<file path="src/sv/spcs_pkg.sv">
// Shared types and constants for the strict-priority call scheduler.
// Used by spcs_ctrl, spcs_datapath and strict_priority_call_scheduler.
package spcs_pkg;

  // Default sizing for the top-level parameters
  localparam int QUEUE_DEPTH_DEF = 16;
  localparam int NUM_CLASSES_DEF = 4;

  // Fixed field widths
  localparam int ID_W   = 16;
  localparam int DUR_W  = 16;
  localparam int LVL_W  = 2;
  localparam int TICK_W = 32;
  localparam int ENTRY_W = ID_W + DUR_W;

  // Input command codes
  localparam logic CMD_ARRIVAL = 1'b0;
  localparam logic CMD_TICK    = 1'b1;

  // Controller states
  typedef enum logic [2:0] {
    ST_IDLE,
    ST_ARRIVE,
    ST_TICK,
    ST_FETCH,
    ST_DISPATCH
  } state_t;

  // Controller to datapath commands
  typedef struct packed {
    logic capture;    // load the input item
    logic arrive;     // enqueue or drop, load arrival result
    logic select;     // latch the highest non-empty class
    logic read;       // read the head entry of the latched class
    logic idle_tick;  // tick without dispatch, load result
    logic dispatch;   // dequeue head, load busy counter, load result
  } dp_cmd_t;

  // Datapath to controller status
  typedef struct packed {
    logic item_tick;     // captured item is a tick
    logic can_dispatch;  // server free and some class waiting
    logic out_free;      // result register can take a new result
  } dp_status_t;

endpackage

</file>
<file path="src/sv/spcs_ctrl.sv">
// Controller state machine of the strict-priority call scheduler.
// Depends on spcs_pkg for the state enum and the command/status structs.
module spcs_ctrl (
  input  logic                clk,
  input  logic                rst,
  input  logic                in_valid,
  output logic                in_ready,
  input  spcs_pkg::dp_status_t status,
  output spcs_pkg::dp_cmd_t    dp_cmd
);

  spcs_pkg::state_t state;
  spcs_pkg::state_t state_next;

  // State register
  always_ff @(posedge clk) begin
    if (rst) begin
      state <= spcs_pkg::ST_IDLE;
    end else begin
      state <= state_next;
    end
  end

  // Next state and commands
  always_comb begin
    state_next = state;
    dp_cmd     = '0;
    in_ready   = 1'b0;
    case (state)
      spcs_pkg::ST_IDLE: begin
        in_ready = 1'b1;
        if (in_valid) begin
          dp_cmd.capture = 1'b1;
          state_next     = spcs_pkg::ST_TICK;
          if (!status.item_tick) begin
            state_next = spcs_pkg::ST_ARRIVE;
          end
        end
      end
      spcs_pkg::ST_ARRIVE: begin
        if (status.out_free) begin
          dp_cmd.arrive = 1'b1;
          state_next    = spcs_pkg::ST_IDLE;
        end
      end
      spcs_pkg::ST_TICK: begin
        if (status.can_dispatch) begin
          dp_cmd.select = 1'b1;
          state_next    = spcs_pkg::ST_FETCH;
        end else if (status.out_free) begin
          dp_cmd.idle_tick = 1'b1;
          state_next       = spcs_pkg::ST_IDLE;
        end
      end
      spcs_pkg::ST_FETCH: begin
        dp_cmd.read = 1'b1;
        state_next  = spcs_pkg::ST_DISPATCH;
      end
      spcs_pkg::ST_DISPATCH: begin
        if (status.out_free) begin
          dp_cmd.dispatch = 1'b1;
          state_next      = spcs_pkg::ST_IDLE;
        end
      end
      default: begin
        state_next = spcs_pkg::ST_IDLE;
      end
    endcase
  end

endmodule

</file>
<file path="src/sv/spcs_datapath.sv">
// Datapath of the strict-priority call scheduler: class FIFOs in one memory,
// busy and tick counters, result register. Depends on spcs_pkg.
module spcs_datapath #(
  parameter int QUEUE_DEPTH = spcs_pkg::QUEUE_DEPTH_DEF,
  parameter int NUM_CLASSES = spcs_pkg::NUM_CLASSES_DEF
) (
  input  logic                          clk,
  input  logic                          rst,
  input  spcs_pkg::dp_cmd_t             dp_cmd,
  output spcs_pkg::dp_status_t          status,
  input  logic                          cmd,
  input  logic [spcs_pkg::ID_W-1:0]     caller_id,
  input  logic [spcs_pkg::LVL_W-1:0]    level,
  input  logic [spcs_pkg::DUR_W-1:0]    duration,
  output logic                          out_valid,
  input  logic                          out_ready,
  output logic                          answered,
  output logic [spcs_pkg::ID_W-1:0]     answered_id,
  output logic [spcs_pkg::LVL_W-1:0]    answered_level,
  output logic [spcs_pkg::TICK_W-1:0]   tick_number,
  output logic                          dropped,
  output logic                          server_busy
);

  localparam int PW = $clog2(QUEUE_DEPTH);
  localparam int FW = $clog2(QUEUE_DEPTH + 1);
  localparam int CW = $clog2(NUM_CLASSES);
  localparam int MEM_DEPTH = NUM_CLASSES << PW;

  // Captured item
  logic                       item_cmd;
  logic [spcs_pkg::ID_W-1:0]  item_id;
  logic [spcs_pkg::LVL_W-1:0] item_level;
  logic [spcs_pkg::DUR_W-1:0] item_dur;

  // Queue state
  logic [spcs_pkg::ENTRY_W-1:0] store [MEM_DEPTH];
  logic [spcs_pkg::ENTRY_W-1:0] rd_data;
  logic [PW-1:0]                head [NUM_CLASSES];
  logic [FW-1:0]                fill [NUM_CLASSES];
  logic [CW-1:0]                sel_cls;
  logic [spcs_pkg::DUR_W-1:0]   busy_left;
  logic [spcs_pkg::TICK_W-1:0]  tick_count;

  // Combinational helpers
  logic [CW-1:0]              arr_cls;
  logic [CW-1:0]              idx;
  logic [CW-1:0]              pe_cls;
  logic                       any_waiting;
  logic                       full;
  logic [PW:0]                slot_sum;
  logic [PW-1:0]              slot;
  logic [PW-1:0]              head_inc;
  logic [spcs_pkg::DUR_W-1:0] busy_dec;
  logic [spcs_pkg::DUR_W-1:0] rd_dur;
  logic [spcs_pkg::DUR_W-1:0] busy_load;
  logic                       out_free;

  // Capture the accepted item
  always_ff @(posedge clk) begin
    if (rst) begin
      item_cmd   <= spcs_pkg::CMD_ARRIVAL;
      item_id    <= '0;
      item_level <= '0;
      item_dur   <= '0;
    end else if (dp_cmd.capture) begin
      item_cmd   <= cmd;
      item_id    <= caller_id;
      item_level <= level;
      item_dur   <= duration;
    end
  end

  // Map the arrival level onto the implemented classes
  always_comb begin
    arr_cls = CW'(item_level);
    if (int'(item_level) >= NUM_CLASSES) begin
      arr_cls = CW'(NUM_CLASSES - 1);
    end
  end

  assign idx = (item_cmd == spcs_pkg::CMD_TICK) ? sel_cls : arr_cls;

  // Find the highest non-empty class
  always_comb begin
    pe_cls      = '0;
    any_waiting = 1'b0;
    for (int c = 0; c < NUM_CLASSES; c++) begin
      if (fill[c] != '0) begin
        pe_cls      = CW'(c);
        any_waiting = 1'b1;
      end
    end
  end

  // Slot and pointer arithmetic for the indexed class
  always_comb begin
    full     = (fill[idx] == FW'(QUEUE_DEPTH));
    slot_sum = (PW+1)'(head[idx]) + (PW+1)'(fill[idx]);
    slot     = PW'(slot_sum);
    if (slot_sum >= (PW+1)'(QUEUE_DEPTH)) begin
      slot = PW'(slot_sum - (PW+1)'(QUEUE_DEPTH));
    end
    head_inc = head[idx] + PW'(1);
    if (head[idx] == PW'(QUEUE_DEPTH - 1)) begin
      head_inc = '0;
    end
  end

  // Busy counter values
  assign busy_dec  = (busy_left != '0) ? busy_left - 1'b1 : '0;
  assign rd_dur    = rd_data[spcs_pkg::ENTRY_W-1:spcs_pkg::ID_W];
  assign busy_load = (rd_dur != '0) ? rd_dur - 1'b1 : '0;

  // Request memory: write on enqueue, registered read of a head entry
  always_ff @(posedge clk) begin
    if (dp_cmd.arrive && !full) begin
      store[{idx, slot}] <= {item_dur, item_id};
    end
    if (dp_cmd.read) begin
      rd_data <= store[{idx, head[idx]}];
    end
  end

  // Latch the class picked for dispatch
  always_ff @(posedge clk) begin
    if (rst) begin
      sel_cls <= '0;
    end else if (dp_cmd.select) begin
      sel_cls <= pe_cls;
    end
  end

  // Head pointers and fill counts
  always_ff @(posedge clk) begin
    if (rst) begin
      for (int c = 0; c < NUM_CLASSES; c++) begin
        head[c] <= '0;
        fill[c] <= '0;
      end
    end else if (dp_cmd.arrive && !full) begin
      fill[idx] <= fill[idx] + FW'(1);
    end else if (dp_cmd.dispatch) begin
      head[idx] <= head_inc;
      fill[idx] <= fill[idx] - FW'(1);
    end
  end

  // Busy and tick counters
  always_ff @(posedge clk) begin
    if (rst) begin
      busy_left  <= '0;
      tick_count <= '0;
    end else if (dp_cmd.idle_tick) begin
      busy_left  <= busy_dec;
      tick_count <= tick_count + 1'b1;
    end else if (dp_cmd.dispatch) begin
      busy_left  <= busy_load;
      tick_count <= tick_count + 1'b1;
    end
  end

  // Result valid: set on load, drop on transfer
  assign out_free = !out_valid || out_ready;

  always_ff @(posedge clk) begin
    if (rst) begin
      out_valid <= 1'b0;
    end else if (dp_cmd.arrive || dp_cmd.idle_tick || dp_cmd.dispatch) begin
      out_valid <= 1'b1;
    end else if (out_ready) begin
      out_valid <= 1'b0;
    end
  end

  // Result payload
  always_ff @(posedge clk) begin
    if (dp_cmd.arrive) begin
      answered       <= 1'b0;
      answered_id    <= '0;
      answered_level <= '0;
      tick_number    <= tick_count;
      dropped        <= full;
      server_busy    <= (busy_left != '0);
    end else if (dp_cmd.idle_tick) begin
      answered       <= 1'b0;
      answered_id    <= '0;
      answered_level <= '0;
      tick_number    <= tick_count;
      dropped        <= 1'b0;
      server_busy    <= (busy_dec != '0);
    end else if (dp_cmd.dispatch) begin
      answered       <= 1'b1;
      answered_id    <= rd_data[spcs_pkg::ID_W-1:0];
      answered_level <= spcs_pkg::LVL_W'(sel_cls);
      tick_number    <= tick_count;
      dropped        <= 1'b0;
      server_busy    <= (busy_load != '0);
    end
  end

  // Status to the controller
  assign status.item_tick    = (cmd == spcs_pkg::CMD_TICK);
  assign status.can_dispatch = (busy_left == '0) && any_waiting;
  assign status.out_free     = out_free;

  // Fill count of the indexed class never passes the queue depth
  a_fill_bound: assert property (@(posedge clk) disable iff (rst)
    fill[idx] <= FW'(QUEUE_DEPTH))
    else $error("fill count above queue depth");

  // Dispatch only with the server free and the class non-empty
  a_dispatch_ok: assert property (@(posedge clk) disable iff (rst)
    dp_cmd.dispatch |-> (busy_left == '0) && (fill[idx] != '0))
    else $error("dispatch with busy server or empty class");

  // Never overwrite a result that has not been taken
  a_no_overrun: assert property (@(posedge clk) disable iff (rst)
    (dp_cmd.arrive || dp_cmd.idle_tick || dp_cmd.dispatch) |-> out_free)
    else $error("result register overrun");

  // Each tick result advances the tick counter by one
  a_tick_step: assert property (@(posedge clk) disable iff (rst)
    (dp_cmd.idle_tick || dp_cmd.dispatch) |=> tick_count == $past(tick_count) + 1'b1)
    else $error("tick counter did not advance");

endmodule

</file>
<file path="src/sv/strict_priority_call_scheduler.sv">
// Top level of the strict-priority call scheduler.
// Depends on spcs_pkg, spcs_ctrl and spcs_datapath.
//
// Usage: one input channel (in_valid/in_ready) carries items: cmd 0 is a
// request arrival (caller_id, level, duration) queued into the FIFO of its
// class; cmd 1 is one time tick. Every item yields exactly one result on
// the output channel (out_valid/out_ready).
// Timing: an arrival or a tick that dispatches nothing loads its result
// in the ARRIVE or TICK state entered at the input transfer; a dispatching
// tick steps through TICK, FETCH and DISPATCH (select the class, read
// the head entry from the request memory, then load the result). The
// controller handles one item at a time: in_ready is high only in IDLE.
// The result register lets the next item transfer in while a result waits.
// Reset: queues are empty, busy and tick counters are zero, no result is
// pending; the request memory is not cleared and needs no sweep.
// Stall: while out_ready is low the finished result holds, and the item in
// work waits before loading its result until the register frees up.
module strict_priority_call_scheduler #(
  parameter int QUEUE_DEPTH = spcs_pkg::QUEUE_DEPTH_DEF,
  parameter int NUM_CLASSES = spcs_pkg::NUM_CLASSES_DEF
) (
  input  logic                          clk,
  input  logic                          rst,
  input  logic                          in_valid,
  output logic                          in_ready,
  input  logic                          cmd,
  input  logic [spcs_pkg::ID_W-1:0]     caller_id,
  input  logic [spcs_pkg::LVL_W-1:0]    level,
  input  logic [spcs_pkg::DUR_W-1:0]    duration,
  output logic                          out_valid,
  input  logic                          out_ready,
  output logic                          answered,
  output logic [spcs_pkg::ID_W-1:0]     answered_id,
  output logic [spcs_pkg::LVL_W-1:0]    answered_level,
  output logic [spcs_pkg::TICK_W-1:0]   tick_number,
  output logic                          dropped,
  output logic                          server_busy
);

  spcs_pkg::dp_cmd_t    dp_cmd;
  spcs_pkg::dp_status_t status;

  // Sequencing of each item
  spcs_ctrl u_ctrl (
    .clk      (clk),
    .rst      (rst),
    .in_valid (in_valid),
    .in_ready (in_ready),
    .status   (status),
    .dp_cmd   (dp_cmd)
  );

  // Queues, counters and result register
  spcs_datapath #(
    .QUEUE_DEPTH (QUEUE_DEPTH),
    .NUM_CLASSES (NUM_CLASSES)
  ) u_datapath (
    .clk            (clk),
    .rst            (rst),
    .dp_cmd         (dp_cmd),
    .status         (status),
    .cmd            (cmd),
    .caller_id      (caller_id),
    .level          (level),
    .duration       (duration),
    .out_valid      (out_valid),
    .out_ready      (out_ready),
    .answered       (answered),
    .answered_id    (answered_id),
    .answered_level (answered_level),
    .tick_number    (tick_number),
    .dropped        (dropped),
    .server_busy    (server_busy)
  );

endmodule
</file>
<file path="config.mk">
export PLATFORM = sky130hd
export DESIGN_NAME = strict_priority_call_scheduler
export DESIGN_NICKNAME = d
export VERILOG_FILES = /design/src/sv/spcs_pkg.sv /design/src/sv/spcs_ctrl.sv /design/src/sv/spcs_datapath.sv /design/src/sv/strict_priority_call_scheduler.sv
export SDC_FILE = /design/constraint.sdc
export NUM_CORES = 2
export LEC_CHECK = 0
export ABC_AREA = 0
export BUFFER_PORTS_ARGS = -buffer_cell sky130_fd_sc_hd__clkbuf_2
export CAP_MARGIN = 20
export CORE_ASPECT_RATIO = 0.7
export CORE_MARGIN = 4
export CORE_UTILIZATION = 46
export CTS_CLUSTER_DIAMETER = 100
export DETAILED_ROUTE_END_ITERATION = 16
export PLACE_DENSITY = 0.67
export SLEW_MARGIN = 20
export SYNTH_ARGS = -nofsm -noshare
export SYNTH_HDL_FRONTEND = slang
export SYNTH_SLANG_ARGS = --single-unit
</file>
<file path="constraint.sdc">
create_clock -name clk -period 6.35 [get_ports clk]
set_clock_uncertainty 0.15 [all_clocks]
set_input_delay 1.27 -clock clk [delete_from_list [all_inputs] [get_ports clk]]
set_output_delay 1.27 -clock clk [all_outputs]
set_load 0.02 [all_outputs]
</file>
; ---- After elaboration in Yosys (flattened, before gate mapping)
; Memory sizes are Yosys's and may differ from the RTL's. A register that Yosys moved wholly into a read port is not among the register bits.
; Cells that the tools add are included.
[totals]
ff_bits = 142
mem_bits_rw = 2084
elab_cells = 119
n_memories = 3
[mem_list]
columns = memory, words, width, rd, rd_clocked_by_memory_dff, write_ports, line
row1 = u_datapath.store, 64, 32, 1, 1, 1, spcs_datapath.sv:37  ; logic [spcs_pkg::ENTRY_W-1:0] store [MEM_DEPTH];
row2 = u_datapath.fill, 4, 5, 5, 0, 4, spcs_datapath.sv:40  ; logic [FW-1:0] fill [NUM_CLASSES];
row3 = u_datapath.head, 4, 4, 1, 0, 4, spcs_datapath.sv:39  ; logic [PW-1:0] head [NUM_CLASSES];
[op_classes]
n_addsub = 8
n_lt_le_gt_ge = 1
n_eq_ne = 7
mux = 60
n_bitwise = 1
reduce_logical = 24
[ops]
columns = operator, n
row1 = $mux W32, 5
row2 = $mux W16, 4
row3 = $reduce_bool A16 Y1, 4
row4 = $mux W1, 36
row5 = $add A32 B1 Y32 const B, 1
row6 = $sub A16 B1 Y16 const B, 2
row7 = $reduce_bool A5 Y1, 4
row8 = $logic_not A16 Y1, 1
row9 = $mux W2, 6
row10 = $mux W4, 3
row11 = $pmux W3 S4, 1
row12 = $mux W5, 2
row13 = $mux W3, 3
row14 = $eq A3 B2 Y1 const B, 2
row15 = $add A4 B5 Y5, 1
row16 = $add A5 B1 Y5 const B, 1
row17 = $eq A5 B5 Y1 const B, 1
row18 = $ge A5 B5 Y1 const B, 1
row19 = $reduce_or A5 Y1, 1
row20 = $sub A5 B1 Y5 const B, 1
row21 = $add A4 B1 Y4 const B, 1
row22 = $eq A4 B4 Y1 const B, 1
row23 = $reduce_bool A2 Y1, 2
row24 = $reduce_or A2 Y1, 2
row25 = other kinds (11), 15

; ---- Logic depth before layout (Yosys ltp)
; An unclocked memory read counts as a cell.
[logic_depth]
depth_word = 12
mapped_depth = 16
ltp_nobuf = 10

; ---- By module
; From an unflattened synthesis, not the netlist that was laid out.
[hier_totals]
hier_cells = 5391
area_unflattened_um2 = 88185.8
[by_module_without_submodules]
columns = mod, n_inst, cells_per_inst, area_per_inst_um2, seq_area_each_um2
row1 = spcs_datapath, 1, 5363, 87969.4, 66663.9
row2 = spcs_ctrl, 1, 28, 216.5, 60.1

; ---- Least setup slack after synthesis
; No wires, ideal clock.
[synth_timing]
path_kind = reg2reg
from = register u_datapath.item_cmd
to = memory u_datapath.store[12][0] (netlist name), enable pin
setup_ns = 0.421
t_arrival_ns = 4.749
required_ns = 5.779
slack_ns = 1.030
path_stages_with_launch = 16
path_buffers = 6
synth_period_minus_slack_ns = 5.320
cell_sequence = dfxtp_1 > buf_6 > mux2_4 > mux4_2 > clkinv_2 > buf_6 > buf_6 > buf_4 > buf_2 > buf_2 > ha_1 > inv_1 > fa_1 > xnor2_1 > nand3_1 > nor2_1
[synth_via]
elab_chain_cells = 7
word_cells_on_any_way = 12
classes_between = add/sub (2) / order compare (1) / eq/ne (1) / mux (4) / reduce/logical (2) / memory (2)
[synth_lines]
columns = item, line
row1 = start: declaration, spcs_datapath.sv:31  ; logic item_cmd;
row2 = start signal: assignment, spcs_datapath.sv:62  ; item_cmd <= spcs_pkg::CMD_ARRIVAL;
row3 = start signal: assignment, spcs_datapath.sv:67  ; item_cmd <= cmd;
row4 = $mux W2 *, spcs_datapath.sv:82  ; assign idx = (item_cmd == spcs_pkg::CMD_TICK) ? sel_cls : arr_cls;
row5 = "parallel branches: the longest is 6 deep, another holds $add A4 B5 Y5", n/a
row6 = end: declaration, spcs_datapath.sv:37
; Mark *: on every way between the ends.

; ---- Worst setup path in the final report
[layout_timing]
from = register u_datapath.item_cmd
to = memory u_datapath.store[29][29] (netlist name), enable pin
; Same word-level chain as after synthesis.

==> flow_metrics.env <==
export IMPL_outcome="finished clean"
export IMPL_clk_path_buf_depth=4
export IMPL_yosys_most_used_dff="edfxtp_1"
export IMPL_reg2reg_from="u_datapath.item_cmd"
export IMPL_vdd_ir_drop_max_mv=0.228
export IMPL_drive_gt1_share_pct=16.5
export IMPL_core_area_um2=191000
export IMPL_leakage_nw=32.5
export IMPL_dr_pass1_iters=6
export IMPL_synthCells=5431
export IMPL_rrSetupSlack_ns=0.30
export IMPL_crit_fanout=61
export IMPL_final_common_cell="edfxtp_1"
export IMPL_synth_top_cell_area_share_pct=73.1
export IMPL_ys_ff_latch=2258
export IMPL_worstReg2RegEnd="u_datapath.store[29][29]"
export IMPL_ys_top_cells_by_area="edfxtp_1, mux4_2, nand2_1, dfxtp_1, mux2i_1"
export IMPL_startpoint_type="flip-flop"
export IMPL_min_path_type="reg -> reg"
export IMPL_critPathArrivalTime_ns=6.41
export IMPL_grt_pass1_wl_mm=362
export IMPL_finalSetupViolCount=0
export IMPL_grt_pass1_vias=49000
export IMPL_viasPerCell=6.27
export IMPL_async_flop_share_pct=0
export IMPL_cts_root_buf="clkbuf_16"
export IMPL_ant_nets=0
export IMPL_antenna_found_initial=13
export IMPL_maxCapViolations=0
export IMPL_wl_per_cell_um=30.6
export IMPL_dieArea_um2=199000
export IMPL_setup_tns_final_ns=0
export IMPL_final_nets=5666
export IMPL_slew_headroom_pct=23.6
export IMPL_core_rowCount=134
export IMPL_path_clk_slew_ns=0.06
export IMPL_dp_hpwl_mm=149
export IMPL_routed_wl_mm=255
export IMPL_die_x_um=532
export IMPL_netlist_area_um2=88400
export IMPL_grt_ovfl_total=0
export IMPL_numCtsBuffers=205
export IMPL_port_buffers=93
export IMPL_endpoint_kind="flip-flop"
export IMPL_startpoint="u_datapath.item_cmd"
export IMPL_placed_cell_area_um2=93000
export IMPL_post_cts_resized=0
export IMPL_ys_types=70
export IMPL_drtIter0Drc=8434
export IMPL_worst_pin_slew_ns=1.14
export IMPL_grt_busiest_layer="met1"
export IMPL_max_freq_ghz=0.165
export IMPL_rr_worst_depth=11
export IMPL_met1_usage_pct=38.2
export IMPL_place_gp_congestion=0.937
export IMPL_fin_total_pwr_mw=35.5
export IMPL_die_h_um=375
export IMPL_seq_area_frac_synth_pct=75.5
export IMPL_start_util_pct=46.3
export IMPL_critPathKind="reg -> reg"
export IMPL_hold_path_end="u_datapath.item_id[3]"
export IMPL_track_usage_pct=25.0
export IMPL_mostFrequentLayoutCells="edfxtp_1, nand2_1, nand3_1"
export IMPL_cts_max_level=4
export IMPL_finalHoldViolCount=0
export IMPL_min_period_over_period_pct=95.3
export IMPL_syn_area_per_cell_um2=16.3
export IMPL_power_density_nw_per_um2=357
export IMPL_postLayoutCoreUtil_pct=52.1
export IMPL_cts_hold_buf=0
export IMPL_vias=52100
export IMPL_rsz0062_at_grt="false"
export IMPL_hold_path_startpoint="u_datapath.item_id[3]"
export IMPL_cts_tree="done"
export IMPL_use_met2_pct=34.4
export IMPL_synth_nets=5481
export IMPL_drc=0
export IMPL_synth_edf_count=2150
export IMPL_area_growth_pct=12.6
export IMPL_required_ns=6.71
export IMPL_whs_path_depth=2
export IMPL_fin_area_um2=99400
export IMPL_synth_largest_area_cell="edfxtp_1"
export IMPL_grt_max_degree=162
export IMPL_post_cts_setup_buffer_count=0
export IMPL_globalRouteMet3Util_pct=8.36
export IMPL_io_pins=94
export IMPL_cts_sinks=2258
export IMPL_min_period_ns=6.05
export IMPL_yosysWarnings=0
export IMPL_clock_latency_ns=0.87
export IMPL_drv_slew=0
[flip-flops by register name, indices dropped and copies added, names as in the netlist]
register / flops
u_datapath.answered_id: 16
u_datapath.dropped: 1
u_datapath.answered: 1
u_ctrl.state: 3
u_datapath.answered_level: 2
u_datapath.store: 2048
u_datapath.item_cmd: 1
u_datapath.busy_left: 16
u_datapath.head: 16
u_datapath.tick_number: 32
u_datapath.server_busy: 1
u_datapath.rd_data: 32
u_datapath.fill: 20
u_datapath.out_valid: 1
u_datapath.item_dur: 16
u_datapath.arr_cls: 2
u_datapath.item_id: 16
u_datapath.sel_cls: 2
u_datapath.tick_count: 32
[cell type report]
class,count,area (um2)
inverter,43,190
timing repair buffer,288,2570
clock inverter,109,1010
tap,2516,3150
antenna,21,52.6
multi-input combinational,2820,20300
clock buffer,255,5380
fill,15000,91400
sequential,2258,66800
[cell families (layout without fill, tap and decap cells)]
family,Yosys count,after routing,synth area share (%)
AO/OA/AOI/OAI,560,560,4.40
multiplexers,464,464,8.87
XOR/XNOR,46,46,0.456
buffers and inverters,353,695,2.14
AND/OR/NAND/NOR,1739,1739,8.45
other,0,21,0
flip-flops,2258,2258,75.5
adder cells (fa/ha/maj),11,11,0.164
[metrics by stage]
step | setup slack (ns) | cells | hold slack [ns]
2_1_floorplan | 1.03 | 5431 | 0.273
3_3_place_gp | 0.541 | 7921 | 0.295
3_5_place_dp | 0.515 | 7923 | 0.296
4_1_cts | 0.446 | 8287 | 0.305
5_1_grt | 0.203 | 8289 | 0.338
6_report | 0.299 | 8310 | 0.303
[per-layer routing]
layer	wire length [um]	up-vias
li1	-	21500
met1	104000	26500
met2	106000	3705
met3	37900	428
met4	6600	4
met5	34	-
[worst max-delay path, stage by stage (launching register included)]
cell and delay, ns:
dfxtp_1 0.58, mux2_4 0.46, mux4_4 0.80, inv_16 0.26, ha_1 0.26, a21o_1 0.14, a21oi_1 0.08, xnor2_1 0.19
xnor2_1 0.93, nand2_1 0.74, nor2_4 0.85, buf_12 0.26
[how the worst max path moves through the flow]
stage | to | slack (ns)
CTS | u_datapath.store[29][29] | 0.45
global route | u_datapath.store[29][6] | 0.20
finish | u_datapath.store[29][29] | 0.30
floorplan | u_datapath.store[12][0] | 1.03
detailed placement | u_datapath.store[36][25] | 0.52
global placement | u_datapath.store[36][24] | 0.54
[synth_stat cells (19+ instances only)]
master and number:
a32oi_1 109, mux4_2 254, buf_1 19, o21ai_0 59, clkbuf_1 127, edfxtp_1 2150, mux2i_1 198, o22ai_1 33
dfxtp_1 108, and3_1 86, o2111ai_1 22, inv_1 40, xnor2_1 34, nand3_1 254, nand4_1 58, buf_4 49
buf_6 29, a31oi_1 89, nor3_1 28, nor2_1 199, a21oi_1 115, nand2_1 1037, buf_2 81
[power by group]
| part | internal (mW) | switching, mW | leakage (nW) | total, mW |
|---|---|---|---|---|
| Combinational | 1.76 | 4.27 | 8.68 | 6.03 |
| Sequential | 17.1 | 0.295 | 20.7 | 17.4 |
| Clock | 6.73 | 5.37 | 3.13 | 12.1 |
| Total | 25.6 | 9.93 | 32.5 | 35.5 |
No activity file was read; power rests on OpenSTA's default activity.
